<file path="src/rtl/les_pkg.sv">
`timescale 1ns / 1ps

package les_pkg;

   // Q8.24 format
   localparam int unsigned Q_W      = 32;
   localparam int unsigned FRAC_W   = 24;
   localparam int unsigned COEF_W   = 31;
   localparam int unsigned PROD_W   = 2 * Q_W;
   localparam int unsigned SAT_W    = PROD_W - FRAC_W;
   localparam int unsigned CSR_ADDR_W = 4;
   localparam int unsigned CSR_DATA_W = 32;

   localparam logic signed [Q_W-1:0] Q_MAX = 32'sh7FFF_FFFF;
   localparam logic signed [Q_W-1:0] Q_MIN = 32'sh8000_0000;
   localparam logic signed [SAT_W-1:0] Q_MAX_W = 40'sd2147483647;
   localparam logic signed [SAT_W-1:0] Q_MIN_W = -40'sd2147483648;

   // Starting point (3, 15, 1)
   localparam logic signed [Q_W-1:0] INIT_X = 32'sd50331648;
   localparam logic signed [Q_W-1:0] INIT_Y = 32'sd251658240;
   localparam logic signed [Q_W-1:0] INIT_Z = 32'sd16777216;

   // Coefficient reset values
   localparam logic [COEF_W-1:0] RHO_RESET       = 31'd469762048;
   localparam logic [COEF_W-1:0] SIGMA_RESET     = 31'd167772160;
   localparam logic [COEF_W-1:0] BETA_RESET      = 31'd44744835;
   localparam logic [COEF_W-1:0] TIME_STEP_RESET = 31'd335544;

   typedef enum logic [1:0] {
      REG_RHO,
      REG_SIGMA,
      REG_BETA,
      REG_TIME_STEP
   } csr_index_type;

   // Sequencer: each working state does a multiply, a quantise or an add, some two at once
   typedef enum logic [4:0] {
      S_IDLE,
      S_MUL_K,
      S_Q_K,
      S_MUL_T1,
      S_Q_T1,
      S_ADD_X,
      S_MUL_P,
      S_Q_P,
      S_SUB_PY,
      S_MUL_T2,
      S_Q_T2,
      S_ADD_Y,
      S_MUL_XY,
      S_Q_XY,
      S_Q_BZ,
      S_SUB_PQ,
      S_MUL_T3,
      S_Q_T3,
      S_ADD_Z,
      S_OUT
   } state_type;

   typedef struct packed {
      logic signed [Q_W-1:0] val;
      logic                  ovf;
   } sat_result_type;

   // Clip to the signed Q8.24 range and flag a clip
   function automatic sat_result_type sat_q(input logic signed [SAT_W-1:0] v);
      sat_result_type r;
      r.val = v[Q_W-1:0];
      r.ovf = 1'b0;
      if (v > Q_MAX_W) begin
         r.val = Q_MAX;
         r.ovf = 1'b1;
      end else if (v < Q_MIN_W) begin
         r.val = Q_MIN;
         r.ovf = 1'b1;
      end
      return r;
   endfunction

endpackage

</file>
<file path="src/rtl/lorenz_euler_step_core.sv">
`timescale 1ns / 1ps
// Step beat: after acceptance the sequencer walks S_MUL_K to S_ADD_Z, sharing the
//   single 32x32 multiplier and adder, then S_OUT registers the result once the
//   output is free and returns to idle. Restart beat: straight to S_OUT.
// One beat in flight at a time; a waiting result does not block the next request.
// Synchronous active-high reset: point back to (3, 15, 1), coefficients to
//   28, 10, 2.667, 0.02, both channels idle.
module lorenz_euler_step_core (
   input  logic                             clock,
   input  logic                             reset,
   // request channel
   input  logic                             req_valid,
   output logic                             req_ready,
   input  logic                             req_restart,
   // result channel
   output logic                             rsp_valid,
   input  logic                             rsp_ready,
   output logic signed [les_pkg::Q_W-1:0]   rsp_x_out,
   output logic signed [les_pkg::Q_W-1:0]   rsp_y_out,
   output logic signed [les_pkg::Q_W-1:0]   rsp_z_out,
   output logic                             rsp_saturated,
   // register port
   input  logic                             psel,
   input  logic                             penable,
   input  logic                             pwrite,
   input  logic [les_pkg::CSR_ADDR_W-1:0]   paddr,
   input  logic [les_pkg::CSR_DATA_W-1:0]   pwdata,
   output logic [les_pkg::CSR_DATA_W-1:0]   prdata,
   output logic                             pready
);
   import les_pkg::*;

   state_type state_ff, state_in;

   logic [COEF_W-1:0] rho_ff, sigma_ff, beta_ff, time_step_ff;

   logic signed [Q_W-1:0] pos_x_ff, pos_y_ff, pos_z_ff;
   logic signed [Q_W-1:0] pos_x_in, pos_y_in, pos_z_in;
   logic signed [Q_W-1:0] d_ff, k_ff, t_ff, p_ff, d_in, k_in, t_in, p_in;
   logic signed [Q_W-1:0] nx_ff, ny_ff, nz_ff, nx_in, ny_in, nz_in;
   logic                  sat_ff, sat_in;
   logic signed [PROD_W-1:0] prod_ff, prod_in;

   logic                  rsp_valid_ff, rsp_valid_in;
   logic signed [Q_W-1:0] rsp_x_ff, rsp_y_ff, rsp_z_ff, rsp_x_in, rsp_y_in, rsp_z_in;
   logic                  rsp_sat_ff, rsp_sat_in;

   logic signed [Q_W-1:0] mul_a, mul_b, add_a, add_b;
   logic                  add_sub;
   logic signed [Q_W+1:0] add_a_ext, add_b_ext, add_sum;
   sat_result_type        add_res, q_res;
   logic signed [Q_W-1:0] rho_s, sigma_s, beta_s, dt_s;
   csr_index_type         csr_idx;
   logic                  csr_wr;

   // Register port
   assign pready  = 1'b1;
   assign csr_idx = csr_index_type'(paddr[CSR_ADDR_W-1:2]);
   assign csr_wr  = psel && penable && pwrite;

   always_comb begin
      unique case (csr_idx)
         REG_RHO:       prdata = {1'b0, rho_ff};
         REG_SIGMA:     prdata = {1'b0, sigma_ff};
         REG_BETA:      prdata = {1'b0, beta_ff};
         REG_TIME_STEP: prdata = {1'b0, time_step_ff};
         default:       prdata = '0;
      endcase
   end

   // Coefficients as signed operands
   assign rho_s   = $signed({1'b0, rho_ff});
   assign sigma_s = $signed({1'b0, sigma_ff});
   assign beta_s  = $signed({1'b0, beta_ff});
   assign dt_s    = $signed({1'b0, time_step_ff});

   // Operand selection for the shared multiplier and adder
   always_comb begin
      mul_a   = pos_x_ff;
      mul_b   = pos_y_ff;
      add_a   = pos_y_ff;
      add_b   = pos_x_ff;
      add_sub = 1'b1;
      unique case (state_ff)
         S_MUL_K: begin
            mul_a = dt_s;
            mul_b = sigma_s;
         end
         S_MUL_T1: begin
            mul_a = k_ff;
            mul_b = d_ff;
         end
         S_Q_T1: begin
            add_a = rho_s;
            add_b = pos_z_ff;
         end
         S_ADD_X: begin
            add_a   = pos_x_ff;
            add_b   = t_ff;
            add_sub = 1'b0;
         end
         S_MUL_P: begin
            mul_b = d_ff;
         end
         S_SUB_PY: begin
            add_a = p_ff;
            add_b = pos_y_ff;
         end
         S_MUL_T2, S_MUL_T3: begin
            mul_a = dt_s;
            mul_b = d_ff;
         end
         S_ADD_Y: begin
            add_a   = pos_y_ff;
            add_b   = t_ff;
            add_sub = 1'b0;
         end
         S_Q_XY: begin
            // issue beta*z while x*y is quantised
            mul_a = beta_s;
            mul_b = pos_z_ff;
         end
         S_SUB_PQ: begin
            add_a = p_ff;
            add_b = k_ff;
         end
         S_ADD_Z: begin
            add_a   = pos_z_ff;
            add_b   = t_ff;
            add_sub = 1'b0;
         end
         default: begin
         end
      endcase
   end

   // Shared multiplier, product registered
   assign prod_in = mul_a * mul_b;

   // Shared adder with saturation
   assign add_a_ext = (Q_W + 2)'(add_a);
   assign add_b_ext = (Q_W + 2)'(add_b);
   assign add_sum   = add_sub ? (add_a_ext - add_b_ext) : (add_a_ext + add_b_ext);
   assign add_res   = sat_q(SAT_W'(add_sum));

   // Floor quantise of the product: drop the fraction bits
   assign q_res = sat_q($signed(prod_ff[PROD_W-1:FRAC_W]));

   // Sequencer and datapath next values
   always_comb begin
      state_in     = state_ff;
      pos_x_in     = pos_x_ff;
      pos_y_in     = pos_y_ff;
      pos_z_in     = pos_z_ff;
      d_in         = d_ff;
      k_in         = k_ff;
      t_in         = t_ff;
      p_in         = p_ff;
      nx_in        = nx_ff;
      ny_in        = ny_ff;
      nz_in        = nz_ff;
      sat_in       = sat_ff;
      rsp_valid_in = rsp_valid_ff && !rsp_ready;
      rsp_x_in     = rsp_x_ff;
      rsp_y_in     = rsp_y_ff;
      rsp_z_in     = rsp_z_ff;
      rsp_sat_in   = rsp_sat_ff;
      unique case (state_ff)
         S_IDLE: begin
            if (req_valid) begin
               sat_in = 1'b0;
               if (req_restart) begin
                  nx_in    = INIT_X;
                  ny_in    = INIT_Y;
                  nz_in    = INIT_Z;
                  state_in = S_OUT;
               end else begin
                  state_in = S_MUL_K;
               end
            end
         end
         S_MUL_K: begin
            d_in     = add_res.val;
            sat_in   = sat_ff | add_res.ovf;
            state_in = S_Q_K;
         end
         S_Q_K: begin
            k_in     = q_res.val;
            sat_in   = sat_ff | q_res.ovf;
            state_in = S_MUL_T1;
         end
         S_MUL_T1: state_in = S_Q_T1;
         S_Q_T1: begin
            t_in     = q_res.val;
            d_in     = add_res.val;
            sat_in   = sat_ff | q_res.ovf | add_res.ovf;
            state_in = S_ADD_X;
         end
         S_ADD_X: begin
            nx_in    = add_res.val;
            sat_in   = sat_ff | add_res.ovf;
            state_in = S_MUL_P;
         end
         S_MUL_P: state_in = S_Q_P;
         S_Q_P: begin
            p_in     = q_res.val;
            sat_in   = sat_ff | q_res.ovf;
            state_in = S_SUB_PY;
         end
         S_SUB_PY: begin
            d_in     = add_res.val;
            sat_in   = sat_ff | add_res.ovf;
            state_in = S_MUL_T2;
         end
         S_MUL_T2: state_in = S_Q_T2;
         S_Q_T2: begin
            t_in     = q_res.val;
            sat_in   = sat_ff | q_res.ovf;
            state_in = S_ADD_Y;
         end
         S_ADD_Y: begin
            ny_in    = add_res.val;
            sat_in   = sat_ff | add_res.ovf;
            state_in = S_MUL_XY;
         end
         S_MUL_XY: state_in = S_Q_XY;
         S_Q_XY: begin
            p_in     = q_res.val;
            sat_in   = sat_ff | q_res.ovf;
            state_in = S_Q_BZ;
         end
         S_Q_BZ: begin
            k_in     = q_res.val;
            sat_in   = sat_ff | q_res.ovf;
            state_in = S_SUB_PQ;
         end
         S_SUB_PQ: begin
            d_in     = add_res.val;
            sat_in   = sat_ff | add_res.ovf;
            state_in = S_MUL_T3;
         end
         S_MUL_T3: state_in = S_Q_T3;
         S_Q_T3: begin
            t_in     = q_res.val;
            sat_in   = sat_ff | q_res.ovf;
            state_in = S_ADD_Z;
         end
         S_ADD_Z: begin
            nz_in    = add_res.val;
            sat_in   = sat_ff | add_res.ovf;
            state_in = S_OUT;
         end
         S_OUT: begin
            // commit the point once the output register is free
            if (!rsp_valid_ff || rsp_ready) begin
               pos_x_in     = nx_ff;
               pos_y_in     = ny_ff;
               pos_z_in     = nz_ff;
               rsp_x_in     = nx_ff;
               rsp_y_in     = ny_ff;
               rsp_z_in     = nz_ff;
               rsp_sat_in   = sat_ff;
               rsp_valid_in = 1'b1;
               state_in     = S_IDLE;
            end
         end
         default: state_in = S_IDLE;
      endcase
   end

   // State register
   always_ff @(posedge clock) begin
      if (reset) begin
         state_ff <= S_IDLE;
      end else begin
         state_ff <= state_in;
      end
   end

   // Architectural state and output valid
   always_ff @(posedge clock) begin
      if (reset) begin
         rho_ff       <= RHO_RESET;
         sigma_ff     <= SIGMA_RESET;
         beta_ff      <= BETA_RESET;
         time_step_ff <= TIME_STEP_RESET;
         pos_x_ff     <= INIT_X;
         pos_y_ff     <= INIT_Y;
         pos_z_ff     <= INIT_Z;
         rsp_valid_ff <= 1'b0;
      end else begin
         if (csr_wr) begin
            unique case (csr_idx)
               REG_RHO:       rho_ff       <= pwdata[COEF_W-1:0];
               REG_SIGMA:     sigma_ff     <= pwdata[COEF_W-1:0];
               REG_BETA:      beta_ff      <= pwdata[COEF_W-1:0];
               REG_TIME_STEP: time_step_ff <= pwdata[COEF_W-1:0];
               default: begin
               end
            endcase
         end
         pos_x_ff     <= pos_x_in;
         pos_y_ff     <= pos_y_in;
         pos_z_ff     <= pos_z_in;
         rsp_valid_ff <= rsp_valid_in;
      end
   end

   // Working registers, no reset
   always_ff @(posedge clock) begin
      prod_ff    <= prod_in;
      d_ff       <= d_in;
      k_ff       <= k_in;
      t_ff       <= t_in;
      p_ff       <= p_in;
      nx_ff      <= nx_in;
      ny_ff      <= ny_in;
      nz_ff      <= nz_in;
      sat_ff     <= sat_in;
      rsp_x_ff   <= rsp_x_in;
      rsp_y_ff   <= rsp_y_in;
      rsp_z_ff   <= rsp_z_in;
      rsp_sat_ff <= rsp_sat_in;
   end

   assign req_ready     = (state_ff == S_IDLE);
   assign rsp_valid     = rsp_valid_ff;
   assign rsp_x_out     = rsp_x_ff;
   assign rsp_y_out     = rsp_y_ff;
   assign rsp_z_out     = rsp_z_ff;
   assign rsp_saturated = rsp_sat_ff;

endmodule

</file>
<file path="config.mk">
export PLATFORM = sky130hd
export DESIGN_NAME = lorenz_euler_step_core
export DESIGN_NICKNAME = d
export VERILOG_FILES = /design/src/rtl/les_pkg.sv /design/src/rtl/lorenz_euler_step_core.sv
export SDC_FILE = /design/constraint.sdc
export NUM_CORES = 2
export LEC_CHECK = 0
export ABC_AREA = 1
export BUFFER_PORTS_ARGS = -buffer_cell sky130_fd_sc_hd__buf_2
export CORE_MARGIN = 10
export CORE_UTILIZATION = 23
export CTS_BUF_LIST = sky130_fd_sc_hd__clkbuf_8
export DETAILED_ROUTE_END_ITERATION = 10
export PLACE_DENSITY = 0.43
export SLEW_MARGIN = 20
export SYNTH_ARGS = -nofsm -noshare
export SYNTH_HDL_FRONTEND = slang
export SYNTH_SLANG_ARGS = --single-unit
</file>
<file path="constraint.sdc">
create_clock -name clock -period 9.1 [get_ports clock]
set_clock_uncertainty 0.05 [all_clocks]
set_input_delay 0.91 -clock clock [delete_from_list [all_inputs] [get_ports clock]]
set_output_delay 0.91 -clock clock [all_outputs]
set_load 0.01 [all_outputs]
</file>
; Word-level counts from Yosys, hierarchy flattened
; Index checks and enable logic that the tools add are counted.
[word_totals]
memories = 0
output_inout_bits = 132
word_cells = 116
mem_bits_ro = 0
mem_bits_rw = 0
register_bits = 612
latch_bits = 0
[op_classes]
order_cmp = 4
reduce_logical = 32
div = 0
n_mul = 1
n_mux = 27
n_addsub = 2
n_bitwise = 3
eq_ne = 25
n_shift = 0
[op_table]
columns = op, count
row1 = $pmux 32 s4, 3
row2 = $mux 32, 6
row3 = $pmux 32 s2, 3
row4 = $pmux 32 s3, 2
row5 = $mux 33, 4
row6 = $pmux 5 s20, 1
row7 = $mul 32x32->64, 1
row8 = $eq 5x4->1 const B, 8
row9 = $gt 40x32->1 const B, 1
row10 = $lt 40x32->1 const B, 1
row11 = $gt 34x32->1 const B, 1
row12 = $lt 34x32->1 const B, 1
row13 = $mux 34, 1
row14 = $add 32x32->33, 1
row15 = $sub 32x32->33, 1
row16 = $eq 5x3->1 const B, 4
row17 = $eq 5x5->1 const B, 4
row18 = $mux 5, 3
row19 = $reduce_and 2->1, 7
row20 = $reduce_or 6->1, 2
row21 = $eq 5x2->1 const B, 2
row22 = $reduce_and 3->1, 3
row23 = $reduce_or 3->1, 3
row24 = $reduce_or 4->1, 2
row25 = 16 further kinds, 29

; Depth between registers and ports, before layout
[depth]
word_depth = 10
ltp_mapped = 44

; Worst setup path before layout
; OpenSTA, ideal clock, no wires.
[synth_path]
path_kind = flip-flop to flip-flop
from = register state_ff[4]
to = register prod_ff[59]
setup_slack_ps = 289
synth_period_minus_slack_ps = 8811
setup_ps = 112
stages_incl_launch_ff = 32
arrival_time_ps = 8649
path_buffers = 2
cell_sequence = dfxtp_1 -> inv_2 -> buf_2 -> nand3_2 -> nor2_2 -> nor3_4 -> inv_2 -> o22ai_1 -> clkinv_1 -> clkbuf_1 -> nor2_1 -> fa_1 -> fa_1 -> fa_1 -> fa_1 -> inv_1 -> fa_1 -> inv_1 -> fa_1 -> inv_1 -> fa_1 -> inv_1 -> fa_1 -> ha_1 -> a21oi_1 -> o21a_1 -> o21ai_0 -> a21oi_1 -> nor2_1 -> a2111oi_0 -> a21o_1 -> nand2_1
[synth_between]
elab_chain_len = 4
[synth_lines]
columns = item, line_no
row1 = "start, declared", lorenz_euler_step_core.sv:33  ; state_type state_ff, state_in;
row2 = "start signal, assigned", lorenz_euler_step_core.sv:276  ; state_ff <= state_in;
row3 = $eq 5x5->1 (tied with other cells), lorenz_euler_step_core.sv:84  ; unique case (state_ff)
row4 = $reduce_or 4->1 (no source line) or $reduce_or 3->1 (tied branches), --
row5 = $pmux 32 s3, lorenz_euler_step_core.sv:84
row6 = $mul 32x32->64 (*), lorenz_euler_step_core.sv:138  ; assign prod_in = mul_a * mul_b;
row7 = via prod_in[59], lorenz_euler_step_core.sv:42  ; logic signed [PROD_W-1:0] prod_ff, prod_in;
row8 = "end signal, assigned", lorenz_euler_step_core.sv:311  ; prod_ff <= prod_in;
row9 = "end, declared", lorenz_euler_step_core.sv:42
; The timed path passes the listed nets; every way through them passes the cells marked *.
; A chain may end at the register's enable or synchronous reset.

; Final worst setup path
[layout_path]
from = register state_ff[3]
to = register prod_ff[50]
; The elaborated chain is that of the path after synthesis.

==> flow_metrics.tcl <==
set metrics [dict create \
    run_status "finished clean" \
    mostFrequentLayoutCells "sky130_fd_sc_hd__inv_1 (1347), sky130_fd_sc_hd__nand2_1 (1346), sky130_fd_sc_hd__nor2_1 (1101), sky130_fd_sc_hd__fa_1 (1078), sky130_fd_sc_hd__buf_4 (448)" \
    grt_max_degree 129 \
    finalHoldViolations 0 \
    seq_area_frac_synth_pct 24.2 \
    die_y_um 539 \
    final_antenna_violating_net_count 0 \
    port_buffers 170 \
    measured_slew_at_the_worst_slew_check_pin_ns 1.13 \
    min_path_type "input pin to flop" \
    timing_max_transition_violations_final 0 \
    ys_ff_latch 588 \
    mappedNetlistArea_um2 62000 \
    number_of_enable_flip_flop_cells_after_synthesis 322 \
    critical-path-max-stage-delay_ns 0.61 \
    slowest_stage "sky130_fd_sc_hd__fa_1" \
    fin_ws_ns 0.296 \
    cts_root_buf "sky130_fd_sc_hd__clkbuf_8" \
    prevailing_post_synth_register_cell "sky130_fd_sc_hd__edfxtp_1" \
    gr-usage-all-layers_pct 18.1 \
    synth.yosys.warnings 0 \
    ff2ff_setup_slack_ns 0.30 \
    place.detailed.hpwl_um 219000 \
    die-area_um2 291000 \
    clockBufferDepth 3 \
    clk_pin_slew_worst_paths_ns 0.07 \
    finalWorstPathRequiredPeriod_ns 8.80 \
    syn_to_final_growth_pct 19.1 \
    mostFrequentLayoutCell "sky130_fd_sc_hd__inv_1" \
    drt_first_iter_violations 4316 \
    post_route_cells_drive_above_1_share_pct 13.5 \
    clock_latency_ns 0.81 \
    cts_tree "built" \
    fillerInstances 29200 \
    crit_top_cell "sky130_fd_sc_hd__fa_1" \
    finalNetCount 9060 \
    core_region_area_um2 268000 \
    row_count 190 \
    crit_required_ns 9.71 \
    tritoncts.num_buffers 107 \
    cap_violations 0 \
    drt_drc_violations_left 0 \
    setup.worst_path.end_class "flop" \
    report.final.setup_viol 0 \
    first_global_vias 54100 \
    detailedRoute.firstPassIterationCount 6 \
    overflow 0 \
    final.period_utilization_pct 96.7 \
    synth_fp_nets 8562 \
    final_estimated_routing_congestion_in_global_placement 0.905 \
    die_w_um 539 \
    crit_arrival_ns 9.42 \
    grt_antenna_before_repair 27 \
    timing.max_slew.rel_slack_pct 24.1 \
    ys_types 54 \
    sequential_cell_area_um2 15000 \
    max_freq_mhz 114 \
    cts_num_sinks 588 \
    ys_async_sr_fraction_pct 0 \
    netlist_instances 7223 \
    avgSynthCellArea_um2 8.58 \
    cp_class "flop to flop" \
    grt_first_pass_wirelength_um 389000 \
    route.vias.total 51900 \
    viasPerCell 4.56 \
    placement.setup.worst_slack_ns -0.0644 \
    io_pins 176 \
    floorplan.initialDensity_pct 23.1 \
    worst_setup_path_start_kind "flop" \
    drt-total-wl_um 270000 \
    avgRoutedWirePerCell_um 23.8 \
    cts_max_level 3 \
    multi_input_area_um2 41000 \
    worst_path_max_fanout 25 \
]
[per-stage QoR]
| stage | cells | setup TNS (ns) | utilization [%] | hold slack, ns | area [um^2] |
|---|---|---|---|---|---|
| 2_1_floorplan | 7223 | 0 | - | 0.371 | 62000 |
| 3_3_place_gp | 11200 | -0.0875 | 26.6 | 0.381 | 71200 |
| 3_5_place_dp | 11200 | -0.138 | 26.6 | 0.380 | 71200 |
| 4_1_cts | 11400 | 0 | 27.4 | 0.257 | 73400 |
| 5_1_grt | 11400 | -0.0118 | 27.5 | 0.320 | 73800 |
| 6_report | 11400 | 0 | 27.5 | 0.311 | 73800 |
[synth_stat cells, types with 6 or more instances]
master	n	area, um^2
sky130_fd_sc_hd__nor3_1	13	65.1
sky130_fd_sc_hd__a21oi_1	302	1510
sky130_fd_sc_hd__o21ai_1	9	45.0
sky130_fd_sc_hd__nor2_2	10	62.6
sky130_fd_sc_hd__o22ai_1	39	244
sky130_fd_sc_hd__nand4_1	50	313
sky130_fd_sc_hd__dfxtp_1	266	5330
sky130_fd_sc_hd__and3_1	12	75.1
sky130_fd_sc_hd__a31oi_1	28	175
sky130_fd_sc_hd__a21o_1	9	67.6
sky130_fd_sc_hd__clkinv_1	14	52.6
sky130_fd_sc_hd__o211ai_1	10	75.1
sky130_fd_sc_hd__buf_1	26	97.6
sky130_fd_sc_hd__xor2_1	75	657
sky130_fd_sc_hd__a221oi_1	26	228
sky130_fd_sc_hd__nor4_1	11	68.8
sky130_fd_sc_hd__nand2_1	1354	5080
sky130_fd_sc_hd__fa_1	1082	21700
sky130_fd_sc_hd__ha_1	213	2670
sky130_fd_sc_hd__o21a_1	18	135
sky130_fd_sc_hd__nand3_1	128	641
sky130_fd_sc_hd__a22oi_1	22	165
sky130_fd_sc_hd__xnor2_1	32	280
sky130_fd_sc_hd__o2111ai_1	20	175
sky130_fd_sc_hd__nor2_1	1133	4250
sky130_fd_sc_hd__clkbuf_1	274	1030
sky130_fd_sc_hd__edfxtp_1	322	9670
sky130_fd_sc_hd__nand2_2	23	144
sky130_fd_sc_hd__inv_1	1321	4960
sky130_fd_sc_hd__nand3_2	6	60.1
sky130_fd_sc_hd__inv_2	37	139
sky130_fd_sc_hd__o21ai_0	281	1410
sky130_fd_sc_hd__buf_4	6	45.0
sky130_fd_sc_hd__buf_2	9	45.0
[per-layer routing]
layer / track usage (%) / vias to the layer above / part of all wire, %
met2: 30.5 / 1770 / 48
li1: - / 23000 / -
met3: 2.14 / 383 / 5.3
met5: 0 / - / 0.024
met1: 23.9 / 26700 / 43
met4: 6.60 / 10 / 4.3
[cells by family after synthesis]
logic type / share of synthesized area [%]
and+or+nand+nor: 17.5
adders and majority gates: 39.3
other: 0.0121
xor gates and xnor gates: 1.51
buffers and inverters: 10.3
DFF: 24.2
AOI/OAI and AO/OA: 7.14
[state kept, by name, indices dropped and copies added, names as in the netlist]
register,count
d_ff,32
rsp_y_out,32
pos_x_ff,32
pos_y_ff,32
prod_ff,40
rsp_saturated,1
sigma_ff,31
rsp_valid,1
k_ff,32
nx_ff,32
rho_ff,31
t_ff,32
p_ff,32
state_ff,5
rsp_z_out,32
pos_z_ff,32
ny_ff,32
nz_ff,32
sat_ff,1
rsp_x_out,32
beta_ff,31
time_step_ff,31
[what timing repair did]
item / in CTS / in global routing
endpoints found under the setup margin: 8 / 39
gates resized for setup: 2 / 77
hold endpoints to repair: 0 / 0
hold buffers: 0 / 0
buffers inserted: 0 / 12
pin swaps: 0 / 2
[worst paths after layout]
path | startpoint | cells past startpoint | to
worst max-delay path | state_ff[3]$_SDFFE_PP0P_ | 37 | prod_ff[50]$_DFF_P_
worst min-delay path | pwdata[18] | 3 | time_step_ff[18]$_SDFFE_PP1P_
worst max register to register | state_ff[3]$_SDFFE_PP0P_ | 37 | prod_ff[50]$_DFF_P_
worst min register to register | nx_ff[26]$_SDFFCE_PP0P_ | 0 | rsp_x_out[26]$_DFFE_PP_
[final cells by class]
class,count,share of cell area (%)
repair buffers,708,8.06
clock inverters,74,0.695
clock buffers,125,2.33
well taps,3552,6.02
diodes,8,0.0271
multi-input cells,4944,55.5
inverters,1372,7.01
flip-flops and latches,588,20.3
[worst max-delay path, delay by kind of cell (launching register included)]
| family | cells | cell delay (ns) |
|---|---|---|
| adders and majority gates | 9 | 4.56 |
| and+or+nand+nor | 15 | 1.97 |
| buffers and inverters | 11 | 1.45 |
| DFF | 1 | 0.33 |
| AOI/OAI and AO/OA | 2 | 0.22 |
Power is left out: the tool's default activity adds up to more than one toggle a clock period on the data nets, which glitch-free logic cannot reach.
